**config.mk**
```make
export PLATFORM = sky130hd
export DESIGN_NAME = smk_post
export DESIGN_NICKNAME = d
export VERILOG_FILES = /design/src/hdl/swerve_module_kinematics_assert.svh /design/src/hdl/smk_pkg.sv /design/src/hdl/smk_post.sv
export SDC_FILE = /design/constraint.sdc
export NUM_CORES = 2
export LEC_CHECK = 0
export BUFFER_PORTS_ARGS = -buffer_cell sky130_fd_sc_hd__buf_2
export CORE_MARGIN = 8
export CORE_UTILIZATION = 65
export CTS_CLUSTER_DIAMETER = 80
export DETAILED_ROUTE_END_ITERATION = 6
export PLACE_DENSITY_LB_ADDON = 0.1
export SLEW_MARGIN = 20
export SYNTH_ARGS = -nofsm -noshare
export SYNTH_HDL_FRONTEND = slang
export SYNTH_SLANG_ARGS = --single-unit
```
**constraint.sdc**
```tcl
create_clock -name clock -period 11.4 [get_ports clock]
set_input_delay 0.57 -clock clock [delete_from_list [all_inputs] [get_ports clock]]
set_output_delay 0.57 -clock clock [all_outputs]
set_load 0.02 [all_outputs]
```
**src/hdl/swerve_module_kinematics_assert.svh**
```systemverilog
// ----------------------------------------------------------------------------
// Assertion macros for the swerve module kinematics block
// Immediate-implication and next-cycle-implication property checks.
// ----------------------------------------------------------------------------
`ifndef SWERVE_MODULE_KINEMATICS_ASSERT_SVH
`define SWERVE_MODULE_KINEMATICS_ASSERT_SVH

`define SMK_ASSERT_SAME(label, clk, rst, ante, cons) \
   label: assert property (@(posedge clk) disable iff (rst) (ante) |-> (cons)) \
      else $error("smk assertion failed");

`define SMK_ASSERT_NEXT(label, clk, rst, ante, cons) \
   label: assert property (@(posedge clk) disable iff (rst) (ante) |=> (cons)) \
      else $error("smk assertion failed");

`endif

```
**src/hdl/smk_pkg.sv**
```systemverilog
// ----------------------------------------------------------------------------
// Swerve module kinematics package
// Field widths, fixed-point constants, register codes and shared types.
// ----------------------------------------------------------------------------
`timescale 1ns / 1ps

package smk_pkg;

   localparam int XY_W        = 30;
   localparam int STICK_W     = 11;
   localparam int ANGLE_IN_W  = 16;
   localparam int SPEED_IN_W  = 15;
   localparam int ANGLE_OUT_W = 15;
   localparam int SPEED_OUT_W = 22;
   localparam int DEG_W       = 9;
   localparam int GAIN_W      = 10;
   localparam int CSR_IDX_W   = 3;
   localparam int CSR_DATA_W  = 10;
   localparam int NUM_WHEELS  = 4;
   localparam int WHEEL_W     = 2;
   localparam int MAX_STAGES  = 24;

   localparam logic [63:0] PI_Q30      = 64'd3373259426;
   localparam logic [63:0] HALF_PI_Q30 = 64'd1686629713;
   localparam logic [29:0] K_Q30       = 30'd652032874;
   localparam logic [16:0] INV_SQRT2_Q16 = 17'd46341;

   localparam logic [63:0] ATAN_Q30 [MAX_STAGES] = '{
      64'd843314857, 64'd497837829, 64'd263043837, 64'd133525159,
      64'd67021687,  64'd33543516,  64'd16775851,  64'd8388437,
      64'd4194283,   64'd2097149,   64'd1048576,   64'd524288,
      64'd262144,    64'd131072,    64'd65536,     64'd32768,
      64'd16384,     64'd8192,      64'd4096,      64'd2048,
      64'd1024,      64'd512,       64'd256,       64'd128
   };

   typedef enum logic [CSR_IDX_W-1:0] {
      CSR_OFFSET0    = 3'd0,
      CSR_OFFSET1    = 3'd1,
      CSR_OFFSET2    = 3'd2,
      CSR_OFFSET3    = 3'd3,
      CSR_SPEED_GAIN = 3'd4
   } csr_index_type;

   localparam logic signed [DEG_W-1:0] OFFSET_RESET [NUM_WHEELS] = '{
      9'sd57, 9'sd78, -9'sd100, 9'sd60
   };
   localparam logic [GAIN_W-1:0] GAIN_RESET = 10'd300;

   typedef struct packed {
      logic [WHEEL_W-1:0]           wheel;
      logic                         idle;
      logic signed [ANGLE_IN_W-1:0] meas_angle;
      logic signed [SPEED_IN_W-1:0] meas_speed;
   } side_type;

   typedef struct packed {
      logic [WHEEL_W-1:0]            wheel;
      logic signed [ANGLE_OUT_W-1:0] angle_err;
      logic signed [SPEED_OUT_W-1:0] speed_err;
   } result_type;

   // Rounds a Q30 constant half-up to the given number of fraction bits.
   function automatic logic [63:0] to_q(input logic [63:0] c30, input int frac);
      return (c30 + (64'd1 << (29 - frac))) >> (30 - frac);
   endfunction

endpackage

```
**src/hdl/smk_post.sv**
```systemverilog
// ----------------------------------------------------------------------------
// Swerve module post-processing pipeline
// Speed scaling, offset conversion, angle wrap, wheel reversal and speed error.
// ----------------------------------------------------------------------------
`timescale 1ns / 1ps

module smk_post #(
   parameter int FRAC = 13
) (
   input  logic                                  clock,
   input  logic                                  reset,
   input  logic                                  advance,
   input  logic                                  in_valid,
   input  logic signed [smk_pkg::XY_W-1:0]       in_x,
   input  logic signed [FRAC+3:0]                in_acc,
   input  smk_pkg::side_type                     in_side,
   input  logic signed [smk_pkg::DEG_W-1:0]      offset_deg [smk_pkg::NUM_WHEELS],
   input  logic [smk_pkg::GAIN_W-1:0]            speed_gain,
   output logic                                  out_valid,
   output smk_pkg::result_type                   out_result
);
   localparam int AW     = FRAC + 4;
   localparam int EW     = ((AW > 16) ? AW : 16) + 2;
   localparam int SH_OFF = 32 - FRAC;
   localparam int MW     = 41 - SH_OFF;
   localparam int QW     = FRAC + 3;
   localparam int SH     = EW + FRAC + 4;
   localparam int RW     = SH - FRAC;
   localparam int PW     = EW + 1 + RW;
   localparam int KW     = EW - FRAC + 1;
   localparam int LW     = 15;

   localparam logic [63:0] PI_U    = smk_pkg::to_q(smk_pkg::PI_Q30, FRAC);
   localparam logic [63:0] RINV_U  = (64'd1 << SH) / (PI_U * 64'd2);
   localparam logic [63:0] DEN_HALF_U = 64'd90 << (30 - FRAC);
   localparam logic [29:0] R45     = 30'd763549742;

   localparam logic signed [EW-1:0] PI_E     = EW'(PI_U);
   localparam logic signed [EW-1:0] TWO_PI_E = EW'(PI_U * 64'd2);
   localparam logic signed [EW-1:0] HALF_E   = EW'(smk_pkg::to_q(smk_pkg::HALF_PI_Q30, FRAC));
   localparam logic signed [AW-1:0] QUARTER  = AW'(smk_pkg::to_q(smk_pkg::ATAN_Q30[0], FRAC));
   localparam logic signed [RW-1:0] RINV_S   = RW'(RINV_U);

   localparam logic signed [25:0] SAT_MAX = 26'sd2097151;
   localparam logic signed [25:0] SAT_MIN = -26'sd2097152;

   // Stage 1: split speed products and offset numerator.
   logic                          v1_ff;
   logic [44:0]                   pl_ff, ph_ff;
   logic [40:0]                   n_ff;
   logic signed [AW-1:0]          head1_ff;
   logic                          neg1_ff;
   smk_pkg::side_type             side1_ff;
   logic [smk_pkg::XY_W-1:0]      cx_u;
   logic signed [smk_pkg::DEG_W-1:0] deg;
   logic [smk_pkg::DEG_W:0]       mag;
   logic signed [AW-1:0]          head_in;

   always_comb begin
      cx_u    = in_side.idle ? '0 : in_x[smk_pkg::XY_W-1:0];
      deg     = offset_deg[in_side.wheel];
      mag     = deg[smk_pkg::DEG_W-1] ? (smk_pkg::DEG_W+1)'(-((smk_pkg::DEG_W+1)'(deg)))
                                      : (smk_pkg::DEG_W+1)'(deg);
      head_in = in_side.idle ? (in_side.wheel[0] ? QUARTER : -QUARTER) : in_acc;
   end

   // Stage 2: speed in Q16 and offset quotient.
   logic                          v2_ff;
   logic [29:0]                   s_ff;
   logic [QW-1:0]                 q_ff;
   logic signed [AW-1:0]          head2_ff;
   logic                          neg2_ff;
   smk_pkg::side_type             side2_ff;
   logic [59:0]                   s_sum;
   logic [MW-1:0]                 m_val;
   logic [MW+29:0]                q_prod;

   always_comb begin
      s_sum  = {ph_ff, 15'b0} + 60'(pl_ff) + (60'd1 << 29);
      m_val  = n_ff[40:SH_OFF];
      q_prod = (MW+30)'(m_val) * (MW+30)'(R45);
   end

   // Stage 3: speed target and raw angle error.
   logic                          v3_ff;
   logic [23:0]                   t3_ff;
   logic signed [EW-1:0]          e3_ff;
   smk_pkg::side_type             side3_ff;
   logic [39:0]                   t_prod;
   logic signed [EW-1:0]          off_e;
   logic signed [EW-1:0]          e_raw;

   always_comb begin
      t_prod = 40'(s_ff) * 40'(speed_gain) + 40'd32768;
      off_e  = EW'(signed'({1'b0, q_ff}));
      e_raw  = EW'(head2_ff) + (neg2_ff ? -off_e : off_e) - EW'(side2_ff.meas_angle);
   end

   // Stage 4: turn count estimate.
   logic                          v4_ff;
   logic [23:0]                   t4_ff;
   logic signed [EW-1:0]          e4_ff;
   logic signed [KW-1:0]          k4_ff;
   smk_pkg::side_type             side4_ff;
   logic signed [EW:0]            e_pi;
   logic signed [PW-1:0]          k_prod;

   always_comb begin
      e_pi   = (EW+1)'(e3_ff) + (EW+1)'(PI_E);
      k_prod = PW'(e_pi) * PW'(RINV_S);
   end

   // Stage 5: coarse wrap.
   logic                          v5_ff;
   logic [23:0]                   t5_ff;
   logic signed [EW-1:0]          e5_ff;
   smk_pkg::side_type             side5_ff;

   // Stage 6: fine wrap into (-pi, pi].
   logic                          v6_ff;
   logic [23:0]                   t6_ff;
   logic signed [EW-1:0]          e6_ff;
   smk_pkg::side_type             side6_ff;
   logic signed [EW-1:0]          corr;

   always_comb begin
      corr = '0;
      if (e5_ff > PI_E) begin
         corr = -TWO_PI_E;
      end
      if (e5_ff <= -PI_E) begin
         corr = TWO_PI_E;
      end
      if (e5_ff <= -(PI_E + TWO_PI_E)) begin
         corr = TWO_PI_E + TWO_PI_E;
      end
   end

   // Stage 7: wheel reversal and saturated speed error.
   logic                          v7_ff;
   smk_pkg::result_type           res_ff;
   logic signed [EW-1:0]          e_fin;
   logic                          flip;
   logic signed [25:0]            t_s;
   logic signed [25:0]            err;
   logic signed [smk_pkg::SPEED_OUT_W-1:0] err_sat;

   always_comb begin
      e_fin = e6_ff;
      flip  = 1'b0;
      if (e6_ff > HALF_E) begin
         e_fin = e6_ff - PI_E;
         flip  = 1'b1;
      end else if (e6_ff < -HALF_E) begin
         e_fin = e6_ff + PI_E;
         flip  = 1'b1;
      end
      t_s = 26'(signed'({1'b0, t6_ff}));
      err = ((side6_ff.wheel[0] ^ flip) ? -t_s : t_s) - 26'(side6_ff.meas_speed);
      if (err > SAT_MAX) begin
         err_sat = smk_pkg::SPEED_OUT_W'(SAT_MAX);
      end else if (err < SAT_MIN) begin
         err_sat = smk_pkg::SPEED_OUT_W'(SAT_MIN);
      end else begin
         err_sat = smk_pkg::SPEED_OUT_W'(err);
      end
   end

   always_ff @(posedge clock) begin
      if (reset) begin
         v1_ff <= 1'b0;
         v2_ff <= 1'b0;
         v3_ff <= 1'b0;
         v4_ff <= 1'b0;
         v5_ff <= 1'b0;
         v6_ff <= 1'b0;
         v7_ff <= 1'b0;
      end else if (advance) begin
         v1_ff <= in_valid;
         v2_ff <= v1_ff;
         v3_ff <= v2_ff;
         v4_ff <= v3_ff;
         v5_ff <= v4_ff;
         v6_ff <= v5_ff;
         v7_ff <= v6_ff;
      end
      if (advance) begin
         pl_ff    <= 45'(cx_u[LW-1:0]) * 45'(smk_pkg::K_Q30);
         ph_ff    <= 45'(cx_u[smk_pkg::XY_W-1:LW]) * 45'(smk_pkg::K_Q30);
         n_ff     <= 41'(mag) * 41'(smk_pkg::PI_Q30) + 41'(DEN_HALF_U);
         head1_ff <= head_in;
         neg1_ff  <= deg[smk_pkg::DEG_W-1];
         side1_ff <= in_side;

         s_ff     <= s_sum[59:30];
         q_ff     <= q_prod[35 +: QW];
         head2_ff <= head1_ff;
         neg2_ff  <= neg1_ff;
         side2_ff <= side1_ff;

         t3_ff    <= t_prod[39:16];
         e3_ff    <= e_raw;
         side3_ff <= side2_ff;

         t4_ff    <= t3_ff;
         e4_ff    <= e3_ff;
         k4_ff    <= KW'(k_prod >>> SH);
         side4_ff <= side3_ff;

         t5_ff    <= t4_ff;
         e5_ff    <= e4_ff - EW'(EW'(k4_ff) * TWO_PI_E);
         side5_ff <= side4_ff;

         t6_ff    <= t5_ff;
         e6_ff    <= e5_ff + corr;
         side6_ff <= side5_ff;

         res_ff.wheel     <= side6_ff.wheel;
         res_ff.angle_err <= smk_pkg::ANGLE_OUT_W'(e_fin);
         res_ff.speed_err <= err_sat;
      end
   end

   assign out_valid  = v7_ff;
   assign out_result = res_ff;
endmodule

```
==> results.json <==
{
  "ys_types": 85,
  "slew_viol_final": 0,
  "place.gp.congestion": 0.975,
  "finalCritPeriodShare_pct": 81.6,
  "status": "completed",
  "holdBufCountCts": 0,
  "clkLatencyLatePin_ns": 0.64,
  "clockRootBuffer": "clkbuf_16",
  "grt_pass1_wl_mm": 244,
  "worst_slew_pin_slew_ns": 1.05,
  "die-area_sq_um": 115000,
  "grt-ovfl-total": 0,
  "fin_nets": 8520,
  "rows": 118,
  "hold_viol": 0,
  "max_slew_margin_pct": 30.3,
  "max-cap-violations": 0,
  "async_flop_share_pct": 0,
  "synth_top_area_cell": "fa_1",
  "cts_tree": "done",
  "clkTransAtPathRegs_ns": 0.06,
  "r2r-end": "k4_ff[5]$_DFFE_PP_",
  "hp-class": "input port to flop",
  "skew_ns": 0.0558,
  "fin_area_sq_um": 72300,
  "cts_inserted_buffers": 66,
  "avgSynthCellArea_sq_um": 10.9,
  "ios": 171,
  "drive_gt1_share_pct": 5.35,
  "fin_ws_ns": 2.10,
  "wirelength_mm": 149,
  "synth_edf_count": 528,
  "arrival_ns": 9.69,
  "synth.top_cells.by_area": "fa_1 30%, edfxtp_1 23%, ha_1 19%",
  "reg2reg_slack_ns": 2.10,
  "rsz0062_at_grt": "no",
  "antenna_found_initial": 7,
  "synth_cells": 6184,
  "track_usage_pct": 26.7,
  "grt_max_degree": 162,
  "drt_iter0_markers": 2526,
  "h-tree-depth": 3,
  "synth_most_common_cell": "inv_1",
  "reg2reg_from": "e3_ff[3]$_DFFE_PP_",
  "post_drt_wl_per_cell_um": 19.2,
  "cts_buffer_depth": 3,
  "dpl.hpwl_mm": 126,
  "fin_crit_ns": 9.30,
  "die_x_um": 339,
  "clkSinkCount": 535,
  "ys_ff_latch": 535,
  "synth_top_area_share_pct": 29.6,
  "num_vias": 43000,
  "startpoint_type": "flop",
  "core_area_sq_um": 103000,
  "placed_cell_area_sq_um": 70200,
  "worst-r2r-cell-count": 31,
  "drc": 0,
  "ys_warn_count": 0,
  "cts.repair.resized": 0,
  "first_pass_iters": 6,
  "whs_endpoint": "side1_ff[1]$_DFFE_PP_",
  "end_kind": "flop",
  "worst_path_max_delay_cell": "a2111oi_0",
  "cts_setup_buffers": 0,
  "yosysSeqAreaShare_pct": 23.7,
  "fp.dieH_um": 339,
  "yosys-top-cells-count": "1437 x inv_1, 1028 x ha_1, 1000 x fa_1",
  "hp-start": "in_side[1]",
  "worstPathRequired_ns": 11.79,
  "finalSetupTns_ns": 0,
  "cp_max_fo": 9,
  "fmax_mhz": 108,
  "area_growth_pct": 6.90,
  "path_class": "flop to flop",
  "syn_area_sq_um": 67600,
  "synth-main-ff-cell": "edfxtp_1",
  "start_util_pct": 65.4,
  "setup_violations": 0,
  "first_global_vias": 46200,
  "whs_path_depth": 1,
  "dpl_worst_slack_ns": 1.49,
  "io_buffers": 170,
  "fillers": 7836,
  "critPathMostFrequentCell": "inv_1",
  "slowest_delay_ns": 0.79,
  "ant_nets": 0,
  "viasPerCell": 5.52
}
## registers in the layout (all words and copies together), names as in the netlist, 19 cells and up
signal      count
e3_ff          19
e4_ff          19
e5_ff          19
e6_ff          19
n_ff           22
out_result     39
ph_ff          44
pl_ff          29
s_ff           30
side1_ff       33
side2_ff       33
t3_ff          24
t4_ff          24
t5_ff          24
t6_ff          24
## critical path: cells and delay by family, from the launching register on
family	cells	cell delay, ns
flip-flops	1	0.58
adder cells (fa/ha/maj)	8	3.34
XOR/XNOR	2	0.84
AO/OA/AOI/OAI	12	3.23
buffers and inverters	7	0.80
AND/OR/NAND/NOR	2	0.26
## cell usage in the layout, fill, tap and decap left out, types with 16 or more instances in the layout
master / count
o21a_1: 33
nor3_1: 58
ha_1: 1028
a211oi_1: 18
fa_1: 1000
nand3_1: 58
o21ai_0: 130
o21bai_1: 23
or2_2: 17
a21oi_1: 193
and2_1: 135
xnor2_1: 223
o21ai_1: 26
nand4_1: 26
a21o_1: 105
mux2i_1: 20
nand2_1: 339
clkbuf_1: 16
clkbuf_16: 67
nor2b_1: 48
edfxtp_1: 528
buf_4: 31
inv_1: 1437
a31oi_1: 24
buf_2: 169
xor2_1: 113
nor2_1: 176
and3_1: 28
nand2b_1: 54
## logic make-up (layout without fill, tap and decap cells)
| family | count (synthesis) | count (layout) | synth area share, % |
|---|---|---|---|
| XOR/XNOR | 339 | 339 | 4.39 |
| buffers and inverters | 1538 | 1759 | 8.56 |
| AND/OR/NAND/NOR | 1018 | 1018 | 7.50 |
| other | 1 | 10 | 0.00554 |
| flip-flops | 535 | 535 | 23.7 |
| multiplexers | 29 | 29 | 0.629 |
| adder cells (fa/ha/maj) | 2028 | 2028 | 48.6 |
| AO/OA/AOI/OAI | 696 | 696 | 6.65 |
## metrics by stage
| step | cells | hold WS [ns] | util (%) |
|---|---|---|---|
| after floorplan | 6190 | 0.400 | - |
| after global placement | 7673 | 0.400 | 67.9 |
| after detailed placement | 7673 | 0.405 | 67.9 |
| after CTS | 7791 | 0.0581 | 69.9 |
| after global routing | 7791 | 0.0730 | 69.9 |
| final | 7794 | 0.106 | 70.0 |
## cell type report
class | count | area, sq um | share of cell area [%]
flip-flops and latches | 535 | 16000 | 22.1
clock buffers | 83 | 1740 | 2.40
repair buffers | 203 | 1130 | 1.57
multi-input cells | 4117 | 45900 | 63.5
clock inverters | 35 | 387 | 0.535
well taps | 1380 | 1730 | 2.39
diodes | 3 | 7.51 | 0.0104
inverters | 1438 | 5400 | 7.47
## routing by layer
| metal | wire (um) | vias up | part of all wire, % | GRT usage [%] |
|---|---|---|---|---|
| li1 | - | 20400 | - | - |
| met1 | 66300 | 21400 | 44 | 37.4 |
| met2 | 69300 | 999 | 46 | 42.9 |
| met3 | 9330 | 223 | 6.3 | 4.98 |
| met4 | 4290 | 0 | 2.9 | 7.60 |
| met5 | 0 | - | 0 | 0 |
## how the worst max path moves through the flow
stage,startpoint,endpoint,slack [ns],cells past startpoint
6_report,e3_ff[3]$_DFFE_PP_,k4_ff[5]$_DFFE_PP_,2.10,31
5_1_grt,e3_ff[3]$_DFFE_PP_,k4_ff[5]$_DFFE_PP_,1.30,31
4_1_cts,e3_ff[3]$_DFFE_PP_,k4_ff[5]$_DFFE_PP_,2.01,31
3_5_place_dp,in_side[32],n_ff[36]$_DFFE_PP_,1.49,31
3_3_place_gp,in_side[32],n_ff[36]$_DFFE_PP_,1.63,31
2_1_floorplan,in_side[32],n_ff[36]$_DFFE_PP_,1.67,30
Power is not shown: default switching activity piles up to over one toggle a cycle in this logic, so the estimate is an artifact.
