## src/hdl/swerve_module_kinematics_assert.svh

```systemverilog
// ----------------------------------------------------------------------------
// Assertion macros for the swerve module kinematics block
// Immediate-implication and next-cycle-implication property checks.
// ----------------------------------------------------------------------------
`ifndef SWERVE_MODULE_KINEMATICS_ASSERT_SVH
`define SWERVE_MODULE_KINEMATICS_ASSERT_SVH

`define SMK_ASSERT_SAME(label, clk, rst, ante, cons) \
   label: assert property (@(posedge clk) disable iff (rst) (ante) |-> (cons)) \
      else $error("smk assertion failed");

`define SMK_ASSERT_NEXT(label, clk, rst, ante, cons) \
   label: assert property (@(posedge clk) disable iff (rst) (ante) |=> (cons)) \
      else $error("smk assertion failed");

`endif

```

## src/hdl/smk_pkg.sv

```systemverilog
// ----------------------------------------------------------------------------
// Swerve module kinematics package
// Field widths, fixed-point constants, register codes and shared types.
// ----------------------------------------------------------------------------
`timescale 1ns / 1ps

package smk_pkg;

   localparam int XY_W        = 30;
   localparam int STICK_W     = 11;
   localparam int ANGLE_IN_W  = 16;
   localparam int SPEED_IN_W  = 15;
   localparam int ANGLE_OUT_W = 15;
   localparam int SPEED_OUT_W = 22;
   localparam int DEG_W       = 9;
   localparam int GAIN_W      = 10;
   localparam int CSR_IDX_W   = 3;
   localparam int CSR_DATA_W  = 10;
   localparam int NUM_WHEELS  = 4;
   localparam int WHEEL_W     = 2;
   localparam int MAX_STAGES  = 24;

   localparam logic [63:0] PI_Q30      = 64'd3373259426;
   localparam logic [63:0] HALF_PI_Q30 = 64'd1686629713;
   localparam logic [29:0] K_Q30       = 30'd652032874;
   localparam logic [16:0] INV_SQRT2_Q16 = 17'd46341;

   localparam logic [63:0] ATAN_Q30 [MAX_STAGES] = '{
      64'd843314857, 64'd497837829, 64'd263043837, 64'd133525159,
      64'd67021687,  64'd33543516,  64'd16775851,  64'd8388437,
      64'd4194283,   64'd2097149,   64'd1048576,   64'd524288,
      64'd262144,    64'd131072,    64'd65536,     64'd32768,
      64'd16384,     64'd8192,      64'd4096,      64'd2048,
      64'd1024,      64'd512,       64'd256,       64'd128
   };

   typedef enum logic [CSR_IDX_W-1:0] {
      CSR_OFFSET0    = 3'd0,
      CSR_OFFSET1    = 3'd1,
      CSR_OFFSET2    = 3'd2,
      CSR_OFFSET3    = 3'd3,
      CSR_SPEED_GAIN = 3'd4
   } csr_index_type;

   localparam logic signed [DEG_W-1:0] OFFSET_RESET [NUM_WHEELS] = '{
      9'sd57, 9'sd78, -9'sd100, 9'sd60
   };
   localparam logic [GAIN_W-1:0] GAIN_RESET = 10'd300;

   typedef struct packed {
      logic [WHEEL_W-1:0]           wheel;
      logic                         idle;
      logic signed [ANGLE_IN_W-1:0] meas_angle;
      logic signed [SPEED_IN_W-1:0] meas_speed;
   } side_type;

   typedef struct packed {
      logic [WHEEL_W-1:0]            wheel;
      logic signed [ANGLE_OUT_W-1:0] angle_err;
      logic signed [SPEED_OUT_W-1:0] speed_err;
   } result_type;

   // Rounds a Q30 constant half-up to the given number of fraction bits.
   function automatic logic [63:0] to_q(input logic [63:0] c30, input int frac);
      return (c30 + (64'd1 << (29 - frac))) >> (30 - frac);
   endfunction

endpackage

```

## src/hdl/smk_cordic_cell.sv

```systemverilog
// ----------------------------------------------------------------------------
// Vectoring CORDIC cell
// One micro-rotation toward the x axis, registered, with side data passed on.
// ----------------------------------------------------------------------------
`timescale 1ns / 1ps

module smk_cordic_cell #(
   parameter int STAGE = 0,
   parameter int FRAC  = 13
) (
   input  logic                              clock,
   input  logic                              reset,
   input  logic                              advance,
   input  logic                              in_valid,
   input  logic signed [smk_pkg::XY_W-1:0]   in_x,
   input  logic signed [smk_pkg::XY_W-1:0]   in_y,
   input  logic signed [FRAC+3:0]            in_acc,
   input  smk_pkg::side_type                 in_side,
   output logic                              out_valid,
   output logic signed [smk_pkg::XY_W-1:0]   out_x,
   output logic signed [smk_pkg::XY_W-1:0]   out_y,
   output logic signed [FRAC+3:0]            out_acc,
   output smk_pkg::side_type                 out_side
);
   localparam int AW = FRAC + 4;
   localparam logic signed [AW-1:0] ATAN = AW'(smk_pkg::to_q(smk_pkg::ATAN_Q30[STAGE], FRAC));

   logic                             valid_ff;
   logic signed [smk_pkg::XY_W-1:0]  x_ff, x_in;
   logic signed [smk_pkg::XY_W-1:0]  y_ff, y_in;
   logic signed [AW-1:0]             acc_ff, acc_in;
   smk_pkg::side_type                side_ff;

   always_comb begin
      if (!in_y[smk_pkg::XY_W-1]) begin
         x_in   = in_x + (in_y >>> STAGE);
         y_in   = in_y - (in_x >>> STAGE);
         acc_in = in_acc + ATAN;
      end else begin
         x_in   = in_x - (in_y >>> STAGE);
         y_in   = in_y + (in_x >>> STAGE);
         acc_in = in_acc - ATAN;
      end
   end

   always_ff @(posedge clock) begin
      if (reset) begin
         valid_ff <= 1'b0;
      end else if (advance) begin
         valid_ff <= in_valid;
      end
      if (advance) begin
         x_ff    <= x_in;
         y_ff    <= y_in;
         acc_ff  <= acc_in;
         side_ff <= in_side;
      end
   end

   assign out_valid = valid_ff;
   assign out_x     = x_ff;
   assign out_y     = y_ff;
   assign out_acc   = acc_ff;
   assign out_side  = side_ff;
endmodule

```

## config.mk

```make
export PLATFORM = sky130hd
export DESIGN_NAME = smk_cordic_cell
export DESIGN_NICKNAME = d
export VERILOG_FILES = /design/src/hdl/swerve_module_kinematics_assert.svh /design/src/hdl/smk_pkg.sv /design/src/hdl/smk_cordic_cell.sv
export SDC_FILE = /design/constraint.sdc
export NUM_CORES = 1
export LEC_CHECK = 0
export ABC_AREA = 1
export BUFFER_PORTS_ARGS = -buffer_cell sky130_fd_sc_hd__buf_2
export CAP_MARGIN = 20
export CORE_MARGIN = 1.5
export CORE_UTILIZATION = 45
export CTS_CLUSTER_SIZE = 25
export DETAILED_ROUTE_END_ITERATION = 6
export PLACE_DENSITY = 0.72
export SETUP_SLACK_MARGIN = 0.1
export SYNTH_ARGS = -nofsm -noshare
export SYNTH_HDL_FRONTEND = slang
export SYNTH_SLANG_ARGS = --single-unit
```

## constraint.sdc

```tcl
create_clock -name clock -period 2.8 [get_ports clock]
set_input_delay 0.56 -clock clock [delete_from_list [all_inputs] [get_ports clock]]
set_output_delay 0.56 -clock clock [all_outputs]
set_load 0.02 [all_outputs]
```

==> impl_metrics.csv, run 1 <==
group,metric,value,unit
grt,grt_use_total,27.8,%
routing,routed_wl,35.6,mm
hold_path,min_path_type,"input pin to flop",
synth,ys_top_cells_by_area,"edfxtp_1, nand2_1, ha_1",
synth,synth.cell_area,0.0110,mm²
synth,synth_warnings,0,
placed_design,dp_hpwl,29.8,mm
cells_and_area,antenna_cells,0,
timing,finalSetupViolations,0,
timing,worst_pin_slew,0.744,ns
cells_and_area,final.fill_count,2398,
critical_path,end_kind,"flop",
routing,drt_first_pass_iters,6,
cells_and_area,drive_gt1_share,18.9,%
cts,cts_hold_buf,0,
placed_design,place_congestion,0.971,
cts,cts_tree,"yes",
synth,synthArstFlopShare,0,%
grt,overflow,0,
cts,postCtsResizedCells,0,
synth,syn_nets,1820,
timing,clock.fmax,0.418,GHz
routing,wl_per_cell,16.5,µm
floorplanning,die_w,160,µm
floorplanning,num_rows,57,
synth,netlist_instances,1600,
cts,clock-sinks,111,
timing,skew,0,ns
cts,ctsHtreeMaxLevel,3,
cts,clkSlewWorstSetupHoldPaths,0.09,ns
timing,finalHoldViolations,0,
cells_and_area,final_nets,2054,
pwr,p_leak,0.00692,µW
timing,final_max_slew_viol_count,0,
critical_path,worst_ep_arrival_time,2.52,ns
cts,post-cts-setup-buffers,0,
timing,period_share,85.4,%
grt,grt_pass1_vias,10642,
floorplanning,die_h,160,µm
placed_design,dp_cells,2147,
routing,post_drt_via_cell_ratio,5.16,
grt,grt_max_degree,64,
synth,avgSynthCellArea,6.89,µm²
pwr,ir_drop,0.284,mV
floorplanning,io_pins,227,
critical_path,cp.required,2.93,ns
synth,synth_top_area_share,29.9,%
pwr,cellPowerDensity,463,mW/mm²
synth,yosysSeqAreaShare,30.1,%
routing,vias,11164,
synth,synth_edf_count,110,
cells_and_area,area_delta_synth_final,17.0,%
floorplanning,initial_core_util,45.6,%
cts,clockRootBuffer,"clkbuf_16",
cts,clk-insertion-delay-late,0.36,ns
timing,max_slew_margin,50.4,%
pwr,total_power,5980,µW
routing,drtIter0Drc,879,
synth,synth.largest_area_cell,"edfxtp_1",
timing,layout_min_cycle_time,2.39,ns
floorplanning,core_area,0.0242,mm²
critical_path,startpoint_type,"input pin",
synth,yosysUniqueCellTypes,44,
cts,cts_buffers,9,
outcome,status,"complete, no violations",
cts,cts.path.max_buffers,2,
synth,synth-seq-cells,111,
floorplanning,die_area,0.0255,mm²
synth,synth-main-ff-cell,"edfxtp_1",
timing,setup_tns,0,ns
routing,antenna_left,0,
cells_and_area,fin_cells,2163,
critical_path,worstSetupPathType,"input pin to flop",
run,drv_cap,0,
cells_and_area,fin_util,53.4,%
grt,grt_pass1_wl,55.0,mm
critical_path,crit_fanout,10,
placed_design,io_buffers,226,
routing,drc,0,
grt,grt_antenna_before_repair,0,
timing,rsz0062_at_grt,"no",
==> flip-flops by register name, summed over array words and instances, names as in the netlist <==
signal	cells
out_side	34
out_y	30
out_x	29
out_acc	17
out_valid	1
==> cells by family after synthesis <==
group,Yosys count,synth area share (%)
fa+ha+maj,105,12.2
xor+xnor,38,3.02
mux,3,0.272
flops,111,30.1
compound gates,194,9.80
buf+inv,319,12.2
simple gates,830,32.4
==> metrics by stage <==
| step | setup slack (ns) | hold slack (ns) | cell area (µm²) |
|---|---|---|---|
| after global routing | 0.259 | 0.331 | 12900 |
| after global placement | 0.0642 | 0.471 | 12600 |
| after detailed placement | 0.0668 | 0.484 | 12600 |
| after CTS | 0.461 | 0.330 | 12900 |
| final | 0.408 | 0.337 | 12900 |
| after floorplan | 0.324 | 0.579 | 11000 |
==> cell type report <==
cell class / instances / area, µm² / share of cell area [%]
Clock buffer: 9 / 225 / 1.74
Timing Repair Buffer: 263 / 1450 / 11.2
Sequential cell: 111 / 3320 / 25.7
Clock inverter: 7 / 96.3 / 0.746
Tap cell: 324 / 405 / 3.14
Inverter: 279 / 1050 / 8.11
Multi-Input combinational cell: 1170 / 6370 / 49.3
==> final timing paths <==
path	start	endpoint	slack, ns	cells past startpoint
max	in_x[10]	out_x[26]	0.41	13
min	reset	out_valid	0.34	2
max reg2reg	out_valid	out_valid	2.22	2
min reg2reg	out_valid	out_valid	0.50	2
==> worst max-delay path, cell delays in order <==
cell     delay (ns)
buf_2          0.11
inv_1          0.05
ha_1           0.49
nor2_2         0.23
inv_1          0.10
nor2_1         0.19
nand2_1        0.12
nor3_1         0.22
nand2_1        0.16
nand3_1        0.09
nand2_1        0.07
nand3_1        0.07
nand2_1        0.06
==> where the power goes <==
| group | switching [µW] | internal, µW | total, µW |
|---|---|---|---|
| registers | 67.6 | 2090 | 2160 |
| logic | 1590 | 786 | 2380 |
| clock network | 770 | 667 | 1440 |
==> cell usage after synthesis (4+ instances only) <==
cell,count
nand2_1,506
inv_1,270
nand3_1,131
edfxtp_1,110
ha_1,101
nor2_1,100
a21oi_1,87
o21ai_0,56
xor2_1,31
nand4_1,27
nor2_2,22
buf_4,16
o21bai_1,16
nand2_2,13
o21ai_1,12
buf_6,10
inv_2,9
buf_2,8
xnor2_1,7
a21o_1,6
and2_1,6
nor3_1,5
nor3_2,5
a21oi_2,4
buf_1,4
fa_1,4
nand3b_2,4
nor2_4,4
o21a_1,4
==> layout by cell type (no fill, tap or decap), types with 5 or more instances in the layout <==
cell       synthesis  routed
nand2_1          506     506
ha_1             101     101
a21oi_1           87      87
a21o_1             6       6
buf_4             16      35
nand2_2           13      13
nor2_2            22      22
and2_1             6       6
nor3_1             5       5
o21ai_0           56      56
nand4_1           27      27
nor2_1           100     100
buf_2              8     225
inv_1            270     270
nand3_1          131     131
nor3_2             5       5
edfxtp_1         110     110
o21bai_1          16      16
inv_2              9       9
clkbuf_16          0       9
xnor2_1            7       7
xor2_1            31      31
o21ai_1           12      12
==> layer usage <==
metal,share of wire (%),routed length [µm],up-vias,GRT usage (%)
met4,3.8,1360,0,12.0
li1,-,-,5557,-
met1,44,15700,5073,36.3
met3,6.4,2290,70,2.79
met2,46,16300,464,46.9
met5,0,0,-,0
(Power assumes the default switching activity.)
==> run 2, diff against run 1 <==
--- a/config.mk
+++ b/config.mk
@@ -5,14 +5,13 @@
 export SDC_FILE = /design/constraint.sdc
 export NUM_CORES = 1
 export LEC_CHECK = 0
-export ABC_AREA = 1
 export BUFFER_PORTS_ARGS = -buffer_cell sky130_fd_sc_hd__buf_2
 export CAP_MARGIN = 20
 export CORE_MARGIN = 1.5
 export CORE_UTILIZATION = 45
 export CTS_CLUSTER_SIZE = 25
 export DETAILED_ROUTE_END_ITERATION = 6
-export PLACE_DENSITY = 0.72
+export PLACE_DENSITY = 0.73
 export SETUP_SLACK_MARGIN = 0.1
 export SYNTH_ARGS = -nofsm -noshare
 export SYNTH_HDL_FRONTEND = slang
==> run 2 against run 1 <==
Net effect: the run now ends with setup timing left; sequential cell count unchanged; register-to-register slack about the same; worst setup slack lost 0.44 ns; via count shrank 16%; maximum frequency decreased by 15%; core utilization is 14 points higher.
==> impl_metrics.csv, run 2 <==
group,metric,value,unit
critical_path,worstSetupPathType,"input pin to flop",
routing,drt_first_pass_iters,5,
run,drv_cap,0,
grt,overflow,0,
timing,finalHoldViolations,0,
critical_path,cp.required,2.91,ns
cts,clk-insertion-delay-late,0.35,ns
synth,synth_fa_ha_area_share,14.6,%
cells_and_area,largest_reg_flops,34,
synth,synth.largest_area_cell,"edfxtp_1",
floorplanning,core_area,0.0202,mm²
synth,synth-seq-cells,111,
cts,cts_hold_buf,0,
routing,antenna_left,0,
cts,cts_tree,"yes",
grt,grt_max_degree,49,
routing,drtIter0Drc,567,
floorplanning,initial_core_util,45.6,%
placed_design,io_buffers,226,
synth,netlist_instances,999,
cells_and_area,layout_commonest_cell,"buf_4",
floorplanning,io_pins,227,
pwr,p_leak,0.00607,µW
synth,synth_xor_area_share,6.18,%
pwr,cellPowerDensity,456,mW/mm²
pwr,internal_power,3950,µW
critical_path,end_kind,"flop",
timing,layout_min_cycle_time,2.83,ns
synth,synth_common_cells,"edfxtp_1, a21oi_1, ha_1",
synth,synth-main-ff-cell,"edfxtp_1",
critical_path,r2r_setup_slack,2.21,ns
cts,clock-sinks,111,
pwr,p_switching,2240,µW
pwr,sequentialPowerShare,35.5,%
placed_design,dp_slack,-0.486,ns
routing,wl_per_cell,17.3,µm
synth,synthArstFlopShare,0,%
routing,post_drt_via_cell_ratio,5.42,
synth,yosysUniqueCellTypes,78,
timing,max_slew_margin,65.7,%
synth,synth_compound_area_share,22.7,%
timing,rsz0062_at_grt,"yes",
timing,clock.fmax,0.354,GHz
hold_path,min_path_type,"input pin to flop",
floorplanning,num_rows,52,
synth,synth_top_family_by_area,"compound AO/OA/AOI/OAI gates",
cells_and_area,mostFrequentLayoutCells,"buf_4, buf_2, edfxtp_1",
pwr,p_sw_share,36.2,%
cts,ctsHtreeMaxLevel,3,
grt,grt_antenna_before_repair,1,
timing,skew,0,ns
synth,synth_warnings,0,
placed_design,place_congestion,0.939,
cts,cts.path.max_buffers,2,
critical_path,rr_worst_depth,2,
routing,vias,9348,
floorplanning,die_w,146,µm
placed_design,dp_cells,1691,
cells_and_area,fin_util,67.4,%
synth,synth.cell_area,0.00921,mm²
pwr,p_clk_share,20.4,%
outcome,status,"finished with violations",
pwr,ir_drop,0.250,mV
cts,cts_buffers,9,
synth,synthMuxAreaShare,0.979,%
critical_path,worst_ep_arrival_time,2.94,ns
cells_and_area,final.fill_count,1691,
synth,syn_nets,1219,
outcome,failed_checks,"setup timing",
synth,ys_top_cells_by_area,"edfxtp_1, ha_1, a21oi_1",
synth,avgSynthCellArea,9.21,µm²
timing,finalSetupViolations,1,
synth,synth_top_area_share,35.9,%
cells_and_area,area_delta_synth_final,47.7,%
grt,grt_pass1_vias,8710,
floorplanning,die_h,146,µm
hold_path,whs_path_depth,2,
cells_and_area,fin_cells,1726,
grt,grt_use_total,26.3,%
synth,synth_edf_count,110,
cells_and_area,final_nets,1670,
timing,fin_ws,-0.0280,ns
synth,yosysSeqAreaShare,36.1,%
timing,worst_pin_slew,0.515,ns
cts,clkSlewWorstSetupHoldPaths,0.08,ns
grt,grt_pass1_wl,44.7,mm
synth,synth_most_common_cell,"edfxtp_1",
timing,period_share,101,%
cts,clockRootBuffer,"clkbuf_16",
cells_and_area,drive_gt1_share,43.7,%
synth,synth-simple-area-share,13.7,%
routing,drc,0,
routing,routed_wl,29.9,mm
timing,final_max_slew_viol_count,0,
floorplanning,die_area,0.0213,mm²
placed_design,dp_hpwl,23.2,mm
pwr,combinationalPowerShare,44.2,%
critical_path,startpoint_type,"input pin",
critical_path,crit_fanout,4,
run 2: cell count changes after synthesis, sizes merged, moves of 12 or more:
cell and change:
nand2 -465, inv -193, nand3 -121, xnor2 +44, nor2 -39, clkbuf +23, nand4 -22, buf -20
xor2 -17, nor2b +15, a211oi +14, o211ai +14, o21a +13, a21oi +12
run 2: what timing repair did:
action                                  CTS  global route
endpoints found under the setup margin   27            35
pin swaps                                17            53
resized for setup                        37            96
buffers inserted                          4            14
run 2: final timing paths:
check,startpoint,end
max,in_x[4],out_x[20]
min,reset,out_valid
max reg2reg,out_valid,out_valid
min reg2reg,out_valid,out_valid
run 2: power by group through the flow:
stage,Sequential (µW),Clock [µW],Combinational (µW)
detailed placement,2240,0,2500
CTS,2200,1270,2560
global route,2220,1330,2920
global placement,2230,0,2470
floorplan,2530,0,1120
finish,2200,1260,2730
run 2: final cells by class:
type	instances	area [µm²]	share of cell area (%)
diodes	1	2.50	0.0184
clock buffers	10	229	1.68
clock inverters	6	53.8	0.396
inverters	89	367	2.70
multi-input cells	756	6110	45.0
flip-flops and latches	111	3320	24.4
well taps	270	338	2.48
repair buffers	483	3170	23.3
run 2: through the flow:
| step | hold WS, ns | power [µW] | setup TNS (ns) | cell area, µm² |
|---|---|---|---|---|
| 2_1_floorplan | 0.579 | 3650 | 0 | 9550 |
| 3_3_place_gp | 0.472 | 4700 | -11.21 | 12600 |
| 3_5_place_dp | 0.498 | 4740 | -12.03 | 12600 |
| 4_1_cts | 0.347 | 6030 | 0 | 13000 |
| 5_1_grt | 0.358 | 6470 | -0.149 | 13600 |
| 6_report | 0.358 | 6190 | -0.0280 | 13600 |
run 2: per-layer routing:
layer	vias to the layer above	share of wire, %	global-route usage (%)
met4	0	2.1	8.38
met2	389	49	44.5
li1	4493	-	-
met3	45	5.7	3.06
met5	-	0	0
met1	4421	44	35.4
run 2: worst max-delay path: stages:
cell       delay (ns)
buf_2            0.11
buf_4            0.13
ha_2             0.20
a211oi_2         0.22
nor2_2           0.07
o41a_1           0.45
nor4b_4          0.45
buf_4            0.19
nor2_2           0.04
a2111oi_2        0.32
a21o_1           0.14
xnor2_1          0.07
run 2: cell families after synthesis:
family | Yosys count
xor gates and xnor gates | 65
and+or+nand+nor | 252
AOI/OAI and AO/OA | 325
adders and majority gates | 105
muxes | 9
buffers and inverters | 132
DFF | 111
==> run 3, diff against run 2 <==
--- a/config.mk
+++ b/config.mk
@@ -12,6 +12,7 @@
 export CTS_CLUSTER_SIZE = 25
 export DETAILED_ROUTE_END_ITERATION = 6
 export PLACE_DENSITY = 0.73
+export RECOVER_POWER = 50
 export SETUP_SLACK_MARGIN = 0.1
 export SYNTH_ARGS = -nofsm -noshare
 export SYNTH_HDL_FRONTEND = slang
==> run 3 against run 2 <==
Net effect: the flow still finishes with violations (setup timing); first-iteration DRC count fell by 0.88%; cell area about the same; die area stayed put; largest power group unchanged; highest routed layer unchanged.
==> impl_metrics.csv, run 3 (synthesized netlist as in run 2, its figures left out) <==
group,metric,value,unit
outcome,status,"finished with violations",
outcome,failed_checks,"setup timing",
timing,finalHoldViolations,0,
timing,max_slew_margin,65.7,%
cells_and_area,final.fill_count,1695,
floorplanning,io_pins,227,
placed_design,dp_hpwl,23.2,mm
routing,drc,0,
floorplanning,die_w,146,µm
cts,clockRootBuffer,"clkbuf_16",
routing,wl_per_cell,17.3,µm
cts,ctsHtreeMaxLevel,3,
timing,period_share,101,%
hold_path,min_path_type,"input pin to flop",
floorplanning,initial_core_util,45.6,%
cells_and_area,drive_gt1_share,43.4,%
critical_path,worstSetupPathType,"input pin to flop",
placed_design,io_buffers,226,
routing,drtIter0Drc,562,
cts,clock-sinks,111,
critical_path,worst_ep_arrival_time,2.94,ns
hold_path,worstHoldStart,"reset",
floorplanning,core_area,0.0202,mm²
pwr,ir_drop,0.248,mV
critical_path,r2r_end,"out_valid",
timing,worst_pin_slew,0.515,ns
cts,cts.path.max_buffers,2,
routing,met1_length,13.1,mm
critical_path,startpoint_type,"input pin",
cells_and_area,mostFrequentLayoutCells,"buf_4, buf_2, edfxtp_1",
cells_and_area,area_delta_synth_final,47.6,%
cells_and_area,layout_commonest_cell,"buf_4",
critical_path,crit_fanout,4,
timing,rsz0062_at_grt,"yes",
critical_path,rr_worst_depth,2,
grt,grt_max_degree,49,
floorplanning,num_rows,52,
routing,dr_wl_met3,1.69,mm
timing,fin_ws,-0.0288,ns
run,drv_cap,0,
routing,top_layer_used,"met4",
cells_and_area,final_nets,1670,
routing,wl_met2,14.5,mm
cts,cts_tree,"yes",
routing,post_drt_via_cell_ratio,5.41,
critical_path,reg2reg_from,"out_valid",
placed_design,place_congestion,0.939,
cts,clk-insertion-delay-late,0.35,ns
grt,grt_use_total,26.3,%
critical_path,end_kind,"flop",
cts,clkSlewWorstSetupHoldPaths,0.08,ns
routing,vias,9336,
routing,drt_first_pass_iters,7,
cells_and_area,largest_reg_flops,34,
grt,grt_pass1_wl,44.7,mm
grt,overflow,0,
floorplanning,die_area,0.0213,mm²
timing,layout_min_cycle_time,2.83,ns
pwr,cellPowerDensity,455,mW/mm²
timing,skew,0,ns
pwr,total_power,6190,µW
cts,cts_hold_buf,0,
timing,final_max_slew_viol_count,0,
timing,whs,0.358,ns
floorplanning,die_h,146,µm
routing,routed_wl,29.9,mm
grt,grt_antenna_before_repair,1,
timing,finalSetupViolations,1,
cts,cts_buffers,9,
critical_path,cp.required,2.91,ns
grt,grt_pass1_vias,8710,
critical_path,r2r_setup_slack,2.21,ns
routing,antenna_left,0,
pwr,p_leak,0.00606,µW
hold_path,whs_path_depth,2,
hold_path,holdPathEnd,"out_valid",
timing,clock.fmax,0.354,GHz
==> run 3: changes by cell type in the layout (fill, tap and decap cells not counted), sizes merged <==
cell / before / now
buf: 483 / 479
clkbuf: 10 / 14
==> run 3: worst max-delay path by stage <==
stage             start          end  slack [ns]  cells after the start
2_1_floorplan  in_y[29]  out_acc[15]        0.03                     11
3_3_place_gp    in_x[0]    out_x[24]       -0.49                     13
3_5_place_dp    in_x[0]    out_x[24]       -0.49                     13
4_1_cts         in_y[0]    out_y[26]        0.03                     13
5_1_grt         in_x[0]    out_x[28]       -0.07                     12
6_report        in_x[4]    out_x[20]       -0.03                     12
==> run 3: per-layer routing <==
metal | up-vias | global-route usage, %
met5 | - | 0
met3 | 43 | 3.06
met1 | 4415 | 35.4
met2 | 385 | 44.5
met4 | 0 | 8.38
li1 | 4493 | -
==> run 3: per-stage QoR <==
| stage | instance area [µm²] | instances | util (%) | worst slack (ns) | setup TNS [ns] |
|---|---|---|---|---|---|
| after floorplan | 9550 | 999 | - | 0.0262 | 0 |
| after global placement | 12600 | 1691 | 62.5 | -0.486 | -11.21 |
| after detailed placement | 12600 | 1691 | 62.5 | -0.486 | -12.03 |
| after CTS | 13000 | 1711 | 64.7 | 0.0254 | 0 |
| after global routing | 13600 | 1726 | 67.4 | -0.0738 | -0.149 |
| final | 13600 | 1726 | 67.4 | -0.0288 | -0.0288 |
==> run 3: critical path, stage by stage <==
cell and delay [ns]:
buf_2 0.11, buf_4 0.13, ha_2 0.20, a211oi_2 0.22, nor2_2 0.07, o41a_1 0.45
nor4b_4 0.45, buf_4 0.19, nor2_2 0.04, a2111oi_2 0.32, a21o_1 0.14, xnor2_1 0.07
==> run 3: power by group <==
part	internal, µW	switching (µW)	total [µW]
registers	2130	70.2	2200
clock network	620	638	1260
logic	1200	1530	2730
total	3950	2240	6190
==> run 3: final cells by class <==
type	instances	area, µm²	area share (%)
multi-input cells	756	6110	45.0
inverters	89	367	2.70
well taps	270	338	2.49
flip-flops and latches	111	3320	24.5
clock buffers	10	229	1.68
diodes	1	2.50	0.0184
clock inverters	6	53.8	0.396
repair buffers	483	3160	23.3
==> run 3: what timing repair did <==
item	CTS	global route
pin swaps	17	53
resized for setup	37	96
setup endpoints to repair	27	35
buffers inserted	4	14
